[src/rtl/rkp_pkg.sv]
// ----------------------------------------------------------------------------
// rkp_pkg
// Shared types and constants for the RSA key pair core and its units.
// ----------------------------------------------------------------------------
package rkp_pkg;

   // Port width of each prime factor request field
   localparam int FACTOR_PORT_BITS = 16;

   // Width of each result exponent / modulus field
   localparam int RESULT_BITS = 32;

   // Status returned by an iterative arithmetic unit
   typedef struct packed {
      logic busy;
      logic done;
   } unit_status_type;

endpackage

[src/rtl/rkp_divu.sv]
// ----------------------------------------------------------------------------
// rkp_divu
// Restoring divider, one quotient bit per cycle. Gives quotient and remainder.
// ----------------------------------------------------------------------------
module rkp_divu
   import rkp_pkg::*;
#(
   parameter int WIDTH = 32
) (
   input  logic             clock,
   input  logic             reset,
   input  logic             start,
   input  logic [WIDTH-1:0] dividend,
   input  logic [WIDTH-1:0] divisor,
   output unit_status_type  status,
   output logic [WIDTH-1:0] quotient,
   output logic [WIDTH-1:0] remainder
);

   localparam int CW = $clog2(WIDTH + 1);

   logic [WIDTH-1:0] quo_ff, quo_in;
   logic [WIDTH:0]   rem_ff, rem_in;
   logic [WIDTH-1:0] dvs_ff, dvs_in;
   logic [CW-1:0]    cnt_ff, cnt_in;
   logic             busy_ff, busy_in;
   logic             done_ff, done_in;
   logic [WIDTH:0]   trial;

   // one shift / compare / subtract step
   always_comb begin
      quo_in  = quo_ff;
      rem_in  = rem_ff;
      dvs_in  = dvs_ff;
      cnt_in  = cnt_ff;
      busy_in = busy_ff;
      done_in = 1'b0;
      trial   = {rem_ff[WIDTH-1:0], quo_ff[WIDTH-1]};
      if (start) begin
         quo_in  = dividend;
         rem_in  = '0;
         dvs_in  = divisor;
         cnt_in  = CW'(WIDTH);
         busy_in = 1'b1;
      end else if (busy_ff) begin
         quo_in = {quo_ff[WIDTH-2:0], 1'b0};
         if (trial >= {1'b0, dvs_ff}) begin
            rem_in    = trial - {1'b0, dvs_ff};
            quo_in[0] = 1'b1;
         end else begin
            rem_in = trial;
         end
         cnt_in = cnt_ff - 1'b1;
         if (cnt_ff == CW'(1)) begin
            busy_in = 1'b0;
            done_in = 1'b1;
         end
      end
   end

   always_ff @(posedge clock) begin
      if (reset) begin
         busy_ff <= 1'b0;
         done_ff <= 1'b0;
      end else begin
         busy_ff <= busy_in;
         done_ff <= done_in;
      end
      quo_ff <= quo_in;
      rem_ff <= rem_in;
      dvs_ff <= dvs_in;
      cnt_ff <= cnt_in;
   end

   assign status    = '{busy: busy_ff, done: done_ff};
   assign quotient  = quo_ff;
   assign remainder = rem_ff[WIDTH-1:0];

endmodule

[src/rtl/rkp_mulu.sv]
// ----------------------------------------------------------------------------
// rkp_mulu
// Shift-add multiplier, one multiplier bit per cycle, low WIDTH bits kept.
// ----------------------------------------------------------------------------
module rkp_mulu
   import rkp_pkg::*;
#(
   parameter int WIDTH = 32
) (
   input  logic             clock,
   input  logic             reset,
   input  logic             start,
   input  logic [WIDTH-1:0] op_a,
   input  logic [WIDTH-1:0] op_b,
   output unit_status_type  status,
   output logic [WIDTH-1:0] product
);

   localparam int CW = $clog2(WIDTH + 1);

   logic [WIDTH-1:0] acc_ff, acc_in;
   logic [WIDTH-1:0] mca_ff, mca_in;
   logic [WIDTH-1:0] mpb_ff, mpb_in;
   logic [CW-1:0]    cnt_ff, cnt_in;
   logic             busy_ff, busy_in;
   logic             done_ff, done_in;

   // one add-and-shift step
   always_comb begin
      acc_in  = acc_ff;
      mca_in  = mca_ff;
      mpb_in  = mpb_ff;
      cnt_in  = cnt_ff;
      busy_in = busy_ff;
      done_in = 1'b0;
      if (start) begin
         acc_in  = '0;
         mca_in  = op_a;
         mpb_in  = op_b;
         cnt_in  = CW'(WIDTH);
         busy_in = 1'b1;
      end else if (busy_ff) begin
         if (mpb_ff[0]) begin
            acc_in = acc_ff + mca_ff;
         end
         mca_in = {mca_ff[WIDTH-2:0], 1'b0};
         mpb_in = {1'b0, mpb_ff[WIDTH-1:1]};
         cnt_in = cnt_ff - 1'b1;
         if (cnt_ff == CW'(1)) begin
            busy_in = 1'b0;
            done_in = 1'b1;
         end
      end
   end

   always_ff @(posedge clock) begin
      if (reset) begin
         busy_ff <= 1'b0;
         done_ff <= 1'b0;
      end else begin
         busy_ff <= busy_in;
         done_ff <= done_in;
      end
      acc_ff <= acc_in;
      mca_ff <= mca_in;
      mpb_ff <= mpb_in;
      cnt_ff <= cnt_in;
   end

   assign status  = '{busy: busy_ff, done: done_ff};
   assign product = acc_ff;

endmodule

[src/rtl/rsa_key_pair_from_primes_core.sv]
// ----------------------------------------------------------------------------
// rsa_key_pair_from_primes_core
// Textbook RSA key pair (e, d, n) from two given prime factors.
// ----------------------------------------------------------------------------
// Usage:
//   Drive req_factor_p / req_factor_q and pulse start while busy is low; the
//   request is taken at that edge and busy rises on the next cycle.
//   Factor bits above FACTOR_WIDTH are ignored.
//   One result appears for exactly one cycle with rsp_valid high: public
//   exponent e, private exponent d, modulus n and an error flag. The error
//   flag is set, all other fields zero, when p, q or phi = (p-1)(q-1) is below 2.
//   The receiver cannot stall; the result must be taken when rsp_valid is high.
// Sequence:
//   Data dependent. With PW = 2*min(FACTOR_WIDTH,16): two PW-bit products,
//   an integer square root, a Euclid gcd per trial exponent and an extended
//   Euclid for the inverse, on the serial divider and multiplier that are
//   shared across the steps. One request at a time.
// Reset:
//   Synchronous, active high; returns the sequencer to idle, drops any work.
// ----------------------------------------------------------------------------
module rsa_key_pair_from_primes_core
   import rkp_pkg::*;
#(
   parameter int FACTOR_WIDTH = 16
) (
   input  logic                        clock,
   input  logic                        reset,
   input  logic                        start,
   output logic                        busy,
   input  logic [FACTOR_PORT_BITS-1:0] req_factor_p,
   input  logic [FACTOR_PORT_BITS-1:0] req_factor_q,
   output logic                        rsp_valid,
   output logic [RESULT_BITS-1:0]      rsp_public_exponent,
   output logic [RESULT_BITS-1:0]      rsp_private_exponent,
   output logic [RESULT_BITS-1:0]      rsp_modulus,
   output logic                        rsp_error
);

   localparam int EFW = (FACTOR_WIDTH < FACTOR_PORT_BITS) ? FACTOR_WIDTH : FACTOR_PORT_BITS;
   localparam int PW  = 2 * EFW;
   localparam int SCW = $clog2(PW / 2 + 1);

   typedef enum logic [4:0] {
      ST_IDLE,
      ST_PHI_GO,
      ST_PHI_WAIT,
      ST_N_GO,
      ST_N_WAIT,
      ST_SQRT,
      ST_GCD_INIT,
      ST_GCD_CHK,
      ST_GCD_WAIT,
      ST_INV_INIT,
      ST_INV_CHK,
      ST_INV_DIV_WAIT,
      ST_INV_MUL_GO,
      ST_INV_MUL_WAIT,
      ST_FIN,
      ST_DONE
   } state_type;

   state_type        state_ff;
   logic [EFW-1:0]   p_ff, q_ff;
   logic [PW-1:0]    phi_ff, n_ff;
   logic [PW-1:0]    x_ff, res_ff, bit_ff;
   logic [SCW-1:0]   cnt_ff;
   logic [PW-1:0]    e_ff;
   logic [PW-1:0]    ga_ff, gb_ff;
   logic [PW-1:0]    u_ff, v_ff, ca_ff, cb_ff, quo_ff, rem_ff;
   logic             aneg_ff, bneg_ff;
   logic             err_ff;
   logic [PW-1:0]    d_ff;

   logic             div_start, mul_start;
   logic [PW-1:0]    div_a, div_b, mul_a, mul_b;
   unit_status_type  div_st, mul_st;
   logic [PW-1:0]    div_q, div_r, mul_p;
   logic [PW:0]      sq_sum;
   logic [PW-1:0]    a_red;

   // shared arithmetic units
   rkp_divu #(.WIDTH(PW)) u_divu (
      .clock(clock), .reset(reset), .start(div_start),
      .dividend(div_a), .divisor(div_b),
      .status(div_st), .quotient(div_q), .remainder(div_r)
   );

   rkp_mulu #(.WIDTH(PW)) u_mulu (
      .clock(clock), .reset(reset), .start(mul_start),
      .op_a(mul_a), .op_b(mul_b),
      .status(mul_st), .product(mul_p)
   );

   // operand selection for the shared units
   always_comb begin
      mul_start = 1'b0;
      mul_a     = PW'(p_ff);
      mul_b     = PW'(q_ff);
      div_start = 1'b0;
      div_a     = ga_ff;
      div_b     = gb_ff;
      unique case (state_ff)
         ST_PHI_GO: begin
            mul_start = 1'b1;
            mul_a     = PW'(p_ff) - 1'b1;
            mul_b     = PW'(q_ff) - 1'b1;
         end
         ST_N_GO: begin
            mul_start = 1'b1;
         end
         ST_GCD_CHK: begin
            div_start = (gb_ff != '0);
         end
         ST_INV_CHK: begin
            div_start = (v_ff != '0);
            div_a     = u_ff;
            div_b     = v_ff;
         end
         ST_INV_MUL_GO: begin
            mul_start = 1'b1;
            mul_a     = quo_ff;
            mul_b     = cb_ff;
         end
         default: begin
         end
      endcase
   end

   // square root step sum and final coefficient reduction
   assign sq_sum = {1'b0, res_ff} + {1'b0, bit_ff};
   assign a_red  = (ca_ff >= phi_ff) ? (ca_ff - phi_ff) : ca_ff;

   // sequencer
   always_ff @(posedge clock) begin
      if (reset) begin
         state_ff  <= ST_IDLE;
         rsp_valid <= 1'b0;
      end else begin
         rsp_valid <= 1'b0;
         unique case (state_ff)
            ST_IDLE: begin
               if (start) begin
                  p_ff <= req_factor_p[EFW-1:0];
                  q_ff <= req_factor_q[EFW-1:0];
                  if (req_factor_p[EFW-1:0] < EFW'(2) || req_factor_q[EFW-1:0] < EFW'(2)) begin
                     err_ff   <= 1'b1;
                     state_ff <= ST_DONE;
                  end else begin
                     err_ff   <= 1'b0;
                     state_ff <= ST_PHI_GO;
                  end
               end
            end
            ST_PHI_GO: state_ff <= ST_PHI_WAIT;
            ST_PHI_WAIT: begin
               if (mul_st.done) begin
                  phi_ff   <= mul_p;
                  state_ff <= ST_N_GO;
               end
            end
            ST_N_GO: state_ff <= ST_N_WAIT;
            ST_N_WAIT: begin
               if (mul_st.done) begin
                  n_ff   <= mul_p;
                  x_ff   <= phi_ff;
                  res_ff <= '0;
                  bit_ff <= PW'(1) << (PW - 2);
                  cnt_ff <= SCW'(PW / 2);
                  if (phi_ff < PW'(2)) begin
                     err_ff   <= 1'b1;
                     state_ff <= ST_DONE;
                  end else begin
                     state_ff <= ST_SQRT;
                  end
               end
            end
            // one digit pair of the integer square root per cycle
            ST_SQRT: begin
               if ({1'b0, x_ff} >= sq_sum) begin
                  x_ff   <= x_ff - sq_sum[PW-1:0];
                  res_ff <= (res_ff >> 1) + bit_ff;
               end else begin
                  res_ff <= res_ff >> 1;
               end
               bit_ff <= bit_ff >> 2;
               cnt_ff <= cnt_ff - 1'b1;
               if (cnt_ff == SCW'(1)) begin
                  state_ff <= ST_GCD_INIT;
               end
               e_ff <= res_ff;
            end
            ST_GCD_INIT: begin
               if (cnt_ff == '0 && bit_ff == '0) begin
                  e_ff <= res_ff;
                  ga_ff <= res_ff;
               end else begin
                  ga_ff <= e_ff;
               end
               cnt_ff   <= SCW'(1);
               gb_ff    <= phi_ff;
               state_ff <= ST_GCD_CHK;
            end
            ST_GCD_CHK: begin
               if (gb_ff == '0) begin
                  if (ga_ff == PW'(1)) begin
                     state_ff <= ST_INV_INIT;
                  end else begin
                     e_ff     <= e_ff + 1'b1;
                     ga_ff    <= e_ff + 1'b1;
                     gb_ff    <= phi_ff;
                  end
               end else begin
                  state_ff <= ST_GCD_WAIT;
               end
            end
            ST_GCD_WAIT: begin
               if (div_st.done) begin
                  ga_ff    <= gb_ff;
                  gb_ff    <= div_r;
                  state_ff <= ST_GCD_CHK;
               end
            end
            ST_INV_INIT: begin
               u_ff     <= phi_ff;
               v_ff     <= e_ff;
               ca_ff    <= '0;
               cb_ff    <= PW'(1);
               aneg_ff  <= 1'b0;
               bneg_ff  <= 1'b0;
               state_ff <= ST_INV_CHK;
            end
            ST_INV_CHK: begin
               if (v_ff == '0) begin
                  state_ff <= ST_FIN;
               end else begin
                  state_ff <= ST_INV_DIV_WAIT;
               end
            end
            ST_INV_DIV_WAIT: begin
               if (div_st.done) begin
                  quo_ff   <= div_q;
                  rem_ff   <= div_r;
                  state_ff <= ST_INV_MUL_GO;
               end
            end
            ST_INV_MUL_GO: state_ff <= ST_INV_MUL_WAIT;
            ST_INV_MUL_WAIT: begin
               if (mul_st.done) begin
                  cb_ff    <= ca_ff + mul_p;
                  ca_ff    <= cb_ff;
                  aneg_ff  <= bneg_ff;
                  bneg_ff  <= !bneg_ff;
                  u_ff     <= v_ff;
                  v_ff     <= rem_ff;
                  state_ff <= ST_INV_CHK;
               end
            end
            ST_FIN: begin
               if (aneg_ff && a_red != '0) begin
                  d_ff <= phi_ff - a_red;
               end else begin
                  d_ff <= a_red;
               end
               state_ff <= ST_DONE;
            end
            ST_DONE: begin
               rsp_valid <= 1'b1;
               state_ff  <= ST_IDLE;
            end
            default: state_ff <= ST_IDLE;
         endcase
      end
   end

   // result fields, zero on error
   assign rsp_public_exponent  = err_ff ? '0 : RESULT_BITS'(e_ff);
   assign rsp_private_exponent = err_ff ? '0 : RESULT_BITS'(d_ff);
   assign rsp_modulus          = err_ff ? '0 : RESULT_BITS'(n_ff);
   assign rsp_error            = err_ff;
   assign busy                 = (state_ff != ST_IDLE);

endmodule

[config.mk]
export PLATFORM = sky130hd
export DESIGN_NAME = rsa_key_pair_from_primes_core
export DESIGN_NICKNAME = d
export VERILOG_FILES = /design/src/rtl/rkp_pkg.sv /design/src/rtl/rkp_divu.sv /design/src/rtl/rkp_mulu.sv /design/src/rtl/rsa_key_pair_from_primes_core.sv
export SDC_FILE = /design/constraint.sdc
export NUM_CORES = 2
export LEC_CHECK = 0
export BUFFER_PORTS_ARGS = -buffer_cell sky130_fd_sc_hd__buf_2
export CORE_UTILIZATION = 41
export CTS_CLUSTER_SIZE = 28
export DETAILED_ROUTE_END_ITERATION = 10
export PLACE_DENSITY_LB_ADDON = 0.1
export SLEW_MARGIN = 15
export SYNTH_ARGS = -nofsm -noshare
export SYNTH_HDL_FRONTEND = slang
export SYNTH_SLANG_ARGS = --single-unit
export TNS_END_PERCENT = 20
[constraint.sdc]
create_clock -name clock -period 18.1 [get_ports clock]
set_input_delay 1.81 -clock clock [delete_from_list [all_inputs] [get_ports clock]]
set_output_delay 1.81 -clock clock [all_outputs]
set_load 0.005 [all_outputs]
# == Word-level counts from Yosys, hierarchy flattened ==
# Index checks and enable logic that the tools add are counted.
# W data, S select, Z words.
# word_totals
out_inout_bits,99
register_bits,734
input_bits,35
elab_cells,205
# op_classes
addsub,14
eq_ne,31
order_cmp,6
bitwise_logic,3
n_reduce_logical,38
muxes,78
# ops
operator,n
$mux W32,30
$pmux W32 S2,9
$pmux W32 S3,3
$sub A32 B32 Y32,4
$logic_not A32 Y1,3
$reduce_bool A32 Y1,3
$pmux W5 S15,1
$add A32 B32 Y32,2
$mux W5,10
$eq A5 B4 Y1 const B,8
$sub A16 B1 Y17 const B,2
$add A32 B32 Y33,1
$ge A32 B33 Y1,1
$ge A33 B32 Y1,1
$add A31 B32 Y32,1
$add A32 B1 Y32 const B,1
$eq A32 B1 Y1 const B,1
$ge A32 B32 Y1,1
$lt A16 B2 Y1 const B,2
$lt A32 B2 Y1 const B,1
$reduce_and A3 Y1,7
$eq A5 B3 Y1 const B,4
$mux W1,17
$pmux W5 S3,1
other kinds (24),56

# == Depth between registers and ports, before layout ==
# depth
word_depth,5
depth_mapped,30
depth_no_buf,26

# == By module ==
# A second synthesis with hierarchy kept.
# unflattened
hier_cells,4308
area_unflattened_um2,43980.9
# by_module_without_submodules
module,n_inst,area_each_um2,seq_area_each_um2,cells_per_inst
rsa_key_pair_from_primes_core,1,31903.1,15234.6,3139
rkp_divu,1,6187.2,2722.6,616
rkp_mulu,1,5890.6,2722.6,553

# == Worst setup path after synthesis ==
# No wires, ideal clock.
# synth_path
path_kind,input to register
startpoint,in reset
endpoint,reg aneg_ff (enable)
path_buffers,1
required_time_ns,17.163
stages,2
slack_ns,2.820
setup_time_ns,0.937
arrival_time_ns,14.343
path_cell_list,clkbuf_1 -> nor4_1
# synth_via
elab_chain_len,2
# synth_lines
item,line_no,rtl
start: declaration,rsa_key_pair_from_primes_core.sv:27,"input logic reset,"
$not A1 Y1 (no line),-,
$reduce_and A3 Y1 (no line),-,
end signal: assignment,rsa_key_pair_from_primes_core.sv:251,aneg_ff <= bneg_ff;
end: declaration,rsa_key_pair_from_primes_core.sv:70,"logic aneg_ff, bneg_ff;"
# No other way between the ends.
# A chain may end at the register's enable or synchronous reset.

# == Worst setup path in the final report ==
# layout_path
startpoint,reg phi_ff[23]
endpoint,"reg d_ff[24], data pin"
# layout_via
elab_chain_len,5
word_cells_on_any_way,7
classes_between,add/sub (2); order compare (1); mux (2); reduce/logical (2)
# layout_lines
item,line_no,rtl
start: declaration,rsa_key_pair_from_primes_core.sv:64,"logic [PW-1:0] phi_ff, n_ff;"
start signal: assignment,rsa_key_pair_from_primes_core.sv:157,phi_ff <= mul_p;
branches (longest 4 deep; another with $sub A32 B32 Y32),-,
$mux W32 *,rsa_key_pair_from_primes_core.sv:259,if (aneg_ff && a_red != '0) begin
end signal: assignment,rsa_key_pair_from_primes_core.sv:260,d_ff <= phi_ff - a_red;
end signal: assignment,rsa_key_pair_from_primes_core.sv:262,d_ff <= a_red;
end: declaration,rsa_key_pair_from_primes_core.sv:72,logic [PW-1:0] d_ff;
# Mark *: on every way between the ends.

==> out/results.md <==
| Step | Metric | Reported |
|---|---|---|
| worst setup path | Type of the worst setup path | reg -> reg |
| routing | Vias after detailed routing | 33900 |
| routing | DRC violation total after the first TritonRoute iteration | 3300 |
| place | Routability cong. | 0.952 |
| synth | Syn Std Cell Area | 42800 µm² |
| layout | # fillers | 9853 |
| layout | Number of nets in the final layout | 4618 |
| synth | Number of warnings issued by yosys | 0 |
| routing | Avg WL per Cell | 24.9 µm |
| cts | TritonCTS clock tree | built |
| routing | Vias/cell | 5.83 |
| synth | Cell type with the largest total area after synthesis | edfxtp_1 |
| routing | Final routed wirelength across all metal layers | 145000 µm |
| synth | Count of distinct cell types in the synthesized netlist | 103 |
| global route | Pin count of the biggest net entering global routing | 97 |
| floorplan | Area enclosed by the die boundary | 106000 µm² |
| status | Result of the run | complete, no violations |
| synth | Net count after synthesis | 4556 |
| timing | Shortest period the worst path allows | 7300 ps |
| timing | Ratio of final minimum period to clock period | 0.403 |
| cts | Post-CTS Setup Inserts | 0 |
| place | Port-buffer cells | 133 |
| power | Worst vdd ir | 119 µV |
| synth | Asr flop ratio synth | 0 |
| timing | Unrepaired setup endpoints after global routing | no |
| layout | Layout cell share with drive strength beyond 1 | 0.102 |
| timing | Number of max-slew violations in the final report | 0 |
| worst setup path | List of cells traversed by the critical path | inv_1 -> ha_1 -> a21oi_1 -> o21ai_0 -> a211o_1 -> a21boi_2 -> nand2_4 -> a21oi_1 -> fa_1 -> a21o_1 -> nand2_1 -> a221oi_1 -> o221ai_1 -> a2111oi_2 -> nor2_1 -> a21oi_1 -> o211ai_1 -> a22o_1 -> a21oi_1 -> mux2_1 -> o211ai_1 -> mux2i_1 |
| routing | # DRC | 0 |
| place | Post-detail-place hpwl | 108000 µm |
| floorplan | Initial core utilization | 0.413 |
| cts | Number of buffers added by the clock tree synthesis step | 85 |
| synth | Synth top area cells | edfxtp_1 44%, ha_1 6.3%, nand2_1 4.9%, dfxtp_1 4.0%, nor2_1 3.3% |
| global route | Wire length of the first global-routing pass | 212000 µm |
| routing | Pre-Repair DR Iteration Count | 6 |
| cts | Worst skew pair latency | 680 ps |
| cts | Clock sink count | 717 |
| synth | Number of standard cells after synthesis | 4301 |
| cts | Total number of H-tree levels | 3 |
| worst setup path | Largest stage delay on the critical path | 670 ps |
| floorplan | Die height | 325 µm |
| timing | Number of hold violations in the final report | 0 |
| timing | Total negative setup slack | 0 ps |
| place | Placement-stage cell area | 44900 µm² |
| global route | Number of global-route vias before repair | 31500 |
| timing | Final Skew | 23.3 ps |
| timing | Worst-margin pin slew | 1070 ps |
| layout | Non-Filler Cell Area, Final | 47700 µm² |
| worst setup path | Launching element type of the critical path | flop |
| cts | Max Root-Sink Buffers | 3 |
| worst setup path | CP max-delay cell | edfxtp_1 |
| floorplan | Core region area | 103000 µm² |
| worst setup path | Data required time of the worst path | 18480 ps |
| worst hold path | Worst min-delay path category | reg -> reg |
| synth | Synth Flop Type | edfxtp_1 |
| routing | Antenna violation net count after detailed routing | 0 |
| global route | Total Routing Usage GR | 0.268 |
| timing | Fin worst setup slack | 10800 ps |
| worst setup path | Data arrival at the endpoint of the critical path | 7690 ps |
| cts | Post-CTS clock slew at the launch and capture registers of the worst setup and hold paths | 50 ps |
| cts | Cts hold-fix bufs | 0 |
| flow run | Max_cap viols | 0 |
| worst setup path | Register-to-register setup slack | 10800 ps |
| timing | Remaining max-slew budget at the tightest pin | 0.285 |
| global route | Antenna violations before repair | 4 |
| global route | Remaining Overflow, GRT | 0 |
| power | Static Leak | 0.0177 µW |
| synth | Average cell area after synthesis | 9.95 µm² |
| floorplan | Die width | 325 µm |
| timing | Final setup violation count | 0 |
| synth | Share of the yosys chip area belonging to registers | 0.483 |
| place | Worst-case setup slack after placement | 10940 ps |
| floorplan | Top-Level Pins | 134 |
| synth | Flops & latches, synth | 717 |
| layout | Synth-to-Final Area Change | 11.5% |
| layout | Finished Core Util | 0.461 |
| power | Power per standard cell area | 122 nW/µm² |
| timing | Maximum clock rate | 137 MHz |
| synth | Count of flip-flops with a built-in enable after synthesis | 632 |
| cts | CTS resizes | 0 |
| worst setup path | Most repeated library cell on the critical path | a21oi_1 |
| worst setup path | Worst-path fanout max | 46 |
| floorplan | Site row count | 118 |
| cts | Library cell used as clock root buffer | clkbuf_16 |
| power | Post-layout power | 5800 µW |
| synth | Share of the synthesized area in the top cell type | 0.443 |
| worst setup path | Capturing element type of the critical path | flop |
layer usage:
metal	global-route usage	share of wire
met4	0.116	0.047
met1	0.374	0.45
met5	0	0.000090
met3	0.0427	0.065
met2	0.412	0.44
placed cells by master, fill, tap and decap left out, types with 80 or more instances in the layout:
| cell type | netlist | layout |
|---|---|---|
| mux2i_1 | 87 | 87 |
| nor2_1 | 376 | 368 |
| edfxtp_1 | 632 | 632 |
| clkbuf_16 | 0 | 86 |
| xor2_1 | 102 | 102 |
| o21ai_0 | 234 | 233 |
| inv_1 | 156 | 155 |
| ha_1 | 214 | 214 |
| buf_2 | 24 | 133 |
| xnor2_1 | 147 | 147 |
| nor2b_1 | 129 | 129 |
| dfxtp_1 | 85 | 84 |
| nand2_1 | 564 | 562 |
| nor3_1 | 84 | 80 |
| and2_1 | 81 | 80 |
| a21oi_1 | 279 | 279 |
area by class of cell:
| class | count | area, µm² | share of cell area |
|---|---|---|---|
| multi-input combinational | 3223 | 20900 | 0.437 |
| timing repair buffer | 178 | 1020 | 0.0214 |
| clock buffer | 110 | 2300 | 0.0482 |
| inverter | 158 | 593 | 0.0124 |
| antenna | 3 | 7.51 | 0.000157 |
| tap | 1380 | 1730 | 0.0362 |
| clock inverter | 49 | 519 | 0.0109 |
| sequential | 717 | 20700 | 0.433 |
cell usage after synthesis (15+ instances only):
library cell	count
nand2_1	564
xnor2_1	147
o21a_1	22
clkbuf_1	165
a31oi_1	51
buf_2	24
nand4_1	30
o31ai_1	21
xor2_1	102
a221o_1	16
or2_2	18
nand2b_1	29
nor2_1	376
and3_1	35
a31o_2	17
o211ai_1	67
a211oi_1	68
nor3_1	84
nor4_1	64
or3_1	29
a21boi_0	16
o21ai_0	234
nor2b_1	129
a21o_1	56
inv_1	156
edfxtp_1	632
o21bai_1	37
mux2_2	50
and2_1	81
nand3_1	52
a22oi_1	37
a21oi_1	279
mux2i_1	87
dfxtp_1	85
ha_1	214
or4_1	15
where the power goes:
| part | total, µW | internal (µW) | leakage, µW | switching, µW |
|---|---|---|---|---|
| combinational | 1650 | 651 | 0.00980 | 1000 |
| clock | 1750 | 1010 | 0.00138 | 745 |
| sequential | 2390 | 2110 | 0.00649 | 280 |
| total | 5800 | 3770 | 0.0177 | 2030 |
critical path, delay by kind of cell (launching register included):
kind / cells / cell delay (ps)
AO/OA/AOI/OAI: 14 / 4120
adder cells (fa/ha/maj): 2 / 740
AND/OR/NAND/NOR: 3 / 710
flip-flops: 1 / 670
multiplexers: 2 / 440
buffers and inverters: 1 / 290
logic make-up after synthesis:
kind of cell	count (synthesis)	share of synthesized area
compound gates	1057	0.161
xor+xnor	249	0.0510
fa+ha+maj	229	0.0675
buf+inv	361	0.0325
flops	717	0.483
mux	139	0.0343
simple gates	1549	0.171
final timing paths:
path / cells after the start / endpoint / startpoint
setup / recovery: 22 / d_ff[24] / phi_ff[23]
hold / removal: 0 / quo_ff[3] / u_divu.quotient[3]
setup reg to reg: 22 / d_ff[24] / phi_ff[23]
hold reg to reg: 0 / quo_ff[3] / u_divu.quotient[3]
metrics by stage:
stage / std cells / hold WS (ps)
floorplan: 4301 / 426
global route: 5815 / 457
global placement: 5655 / 435
finish: 5818 / 447
CTS: 5814 / 448
detailed placement: 5655 / 433
Power figures use the tool's default switching activity.
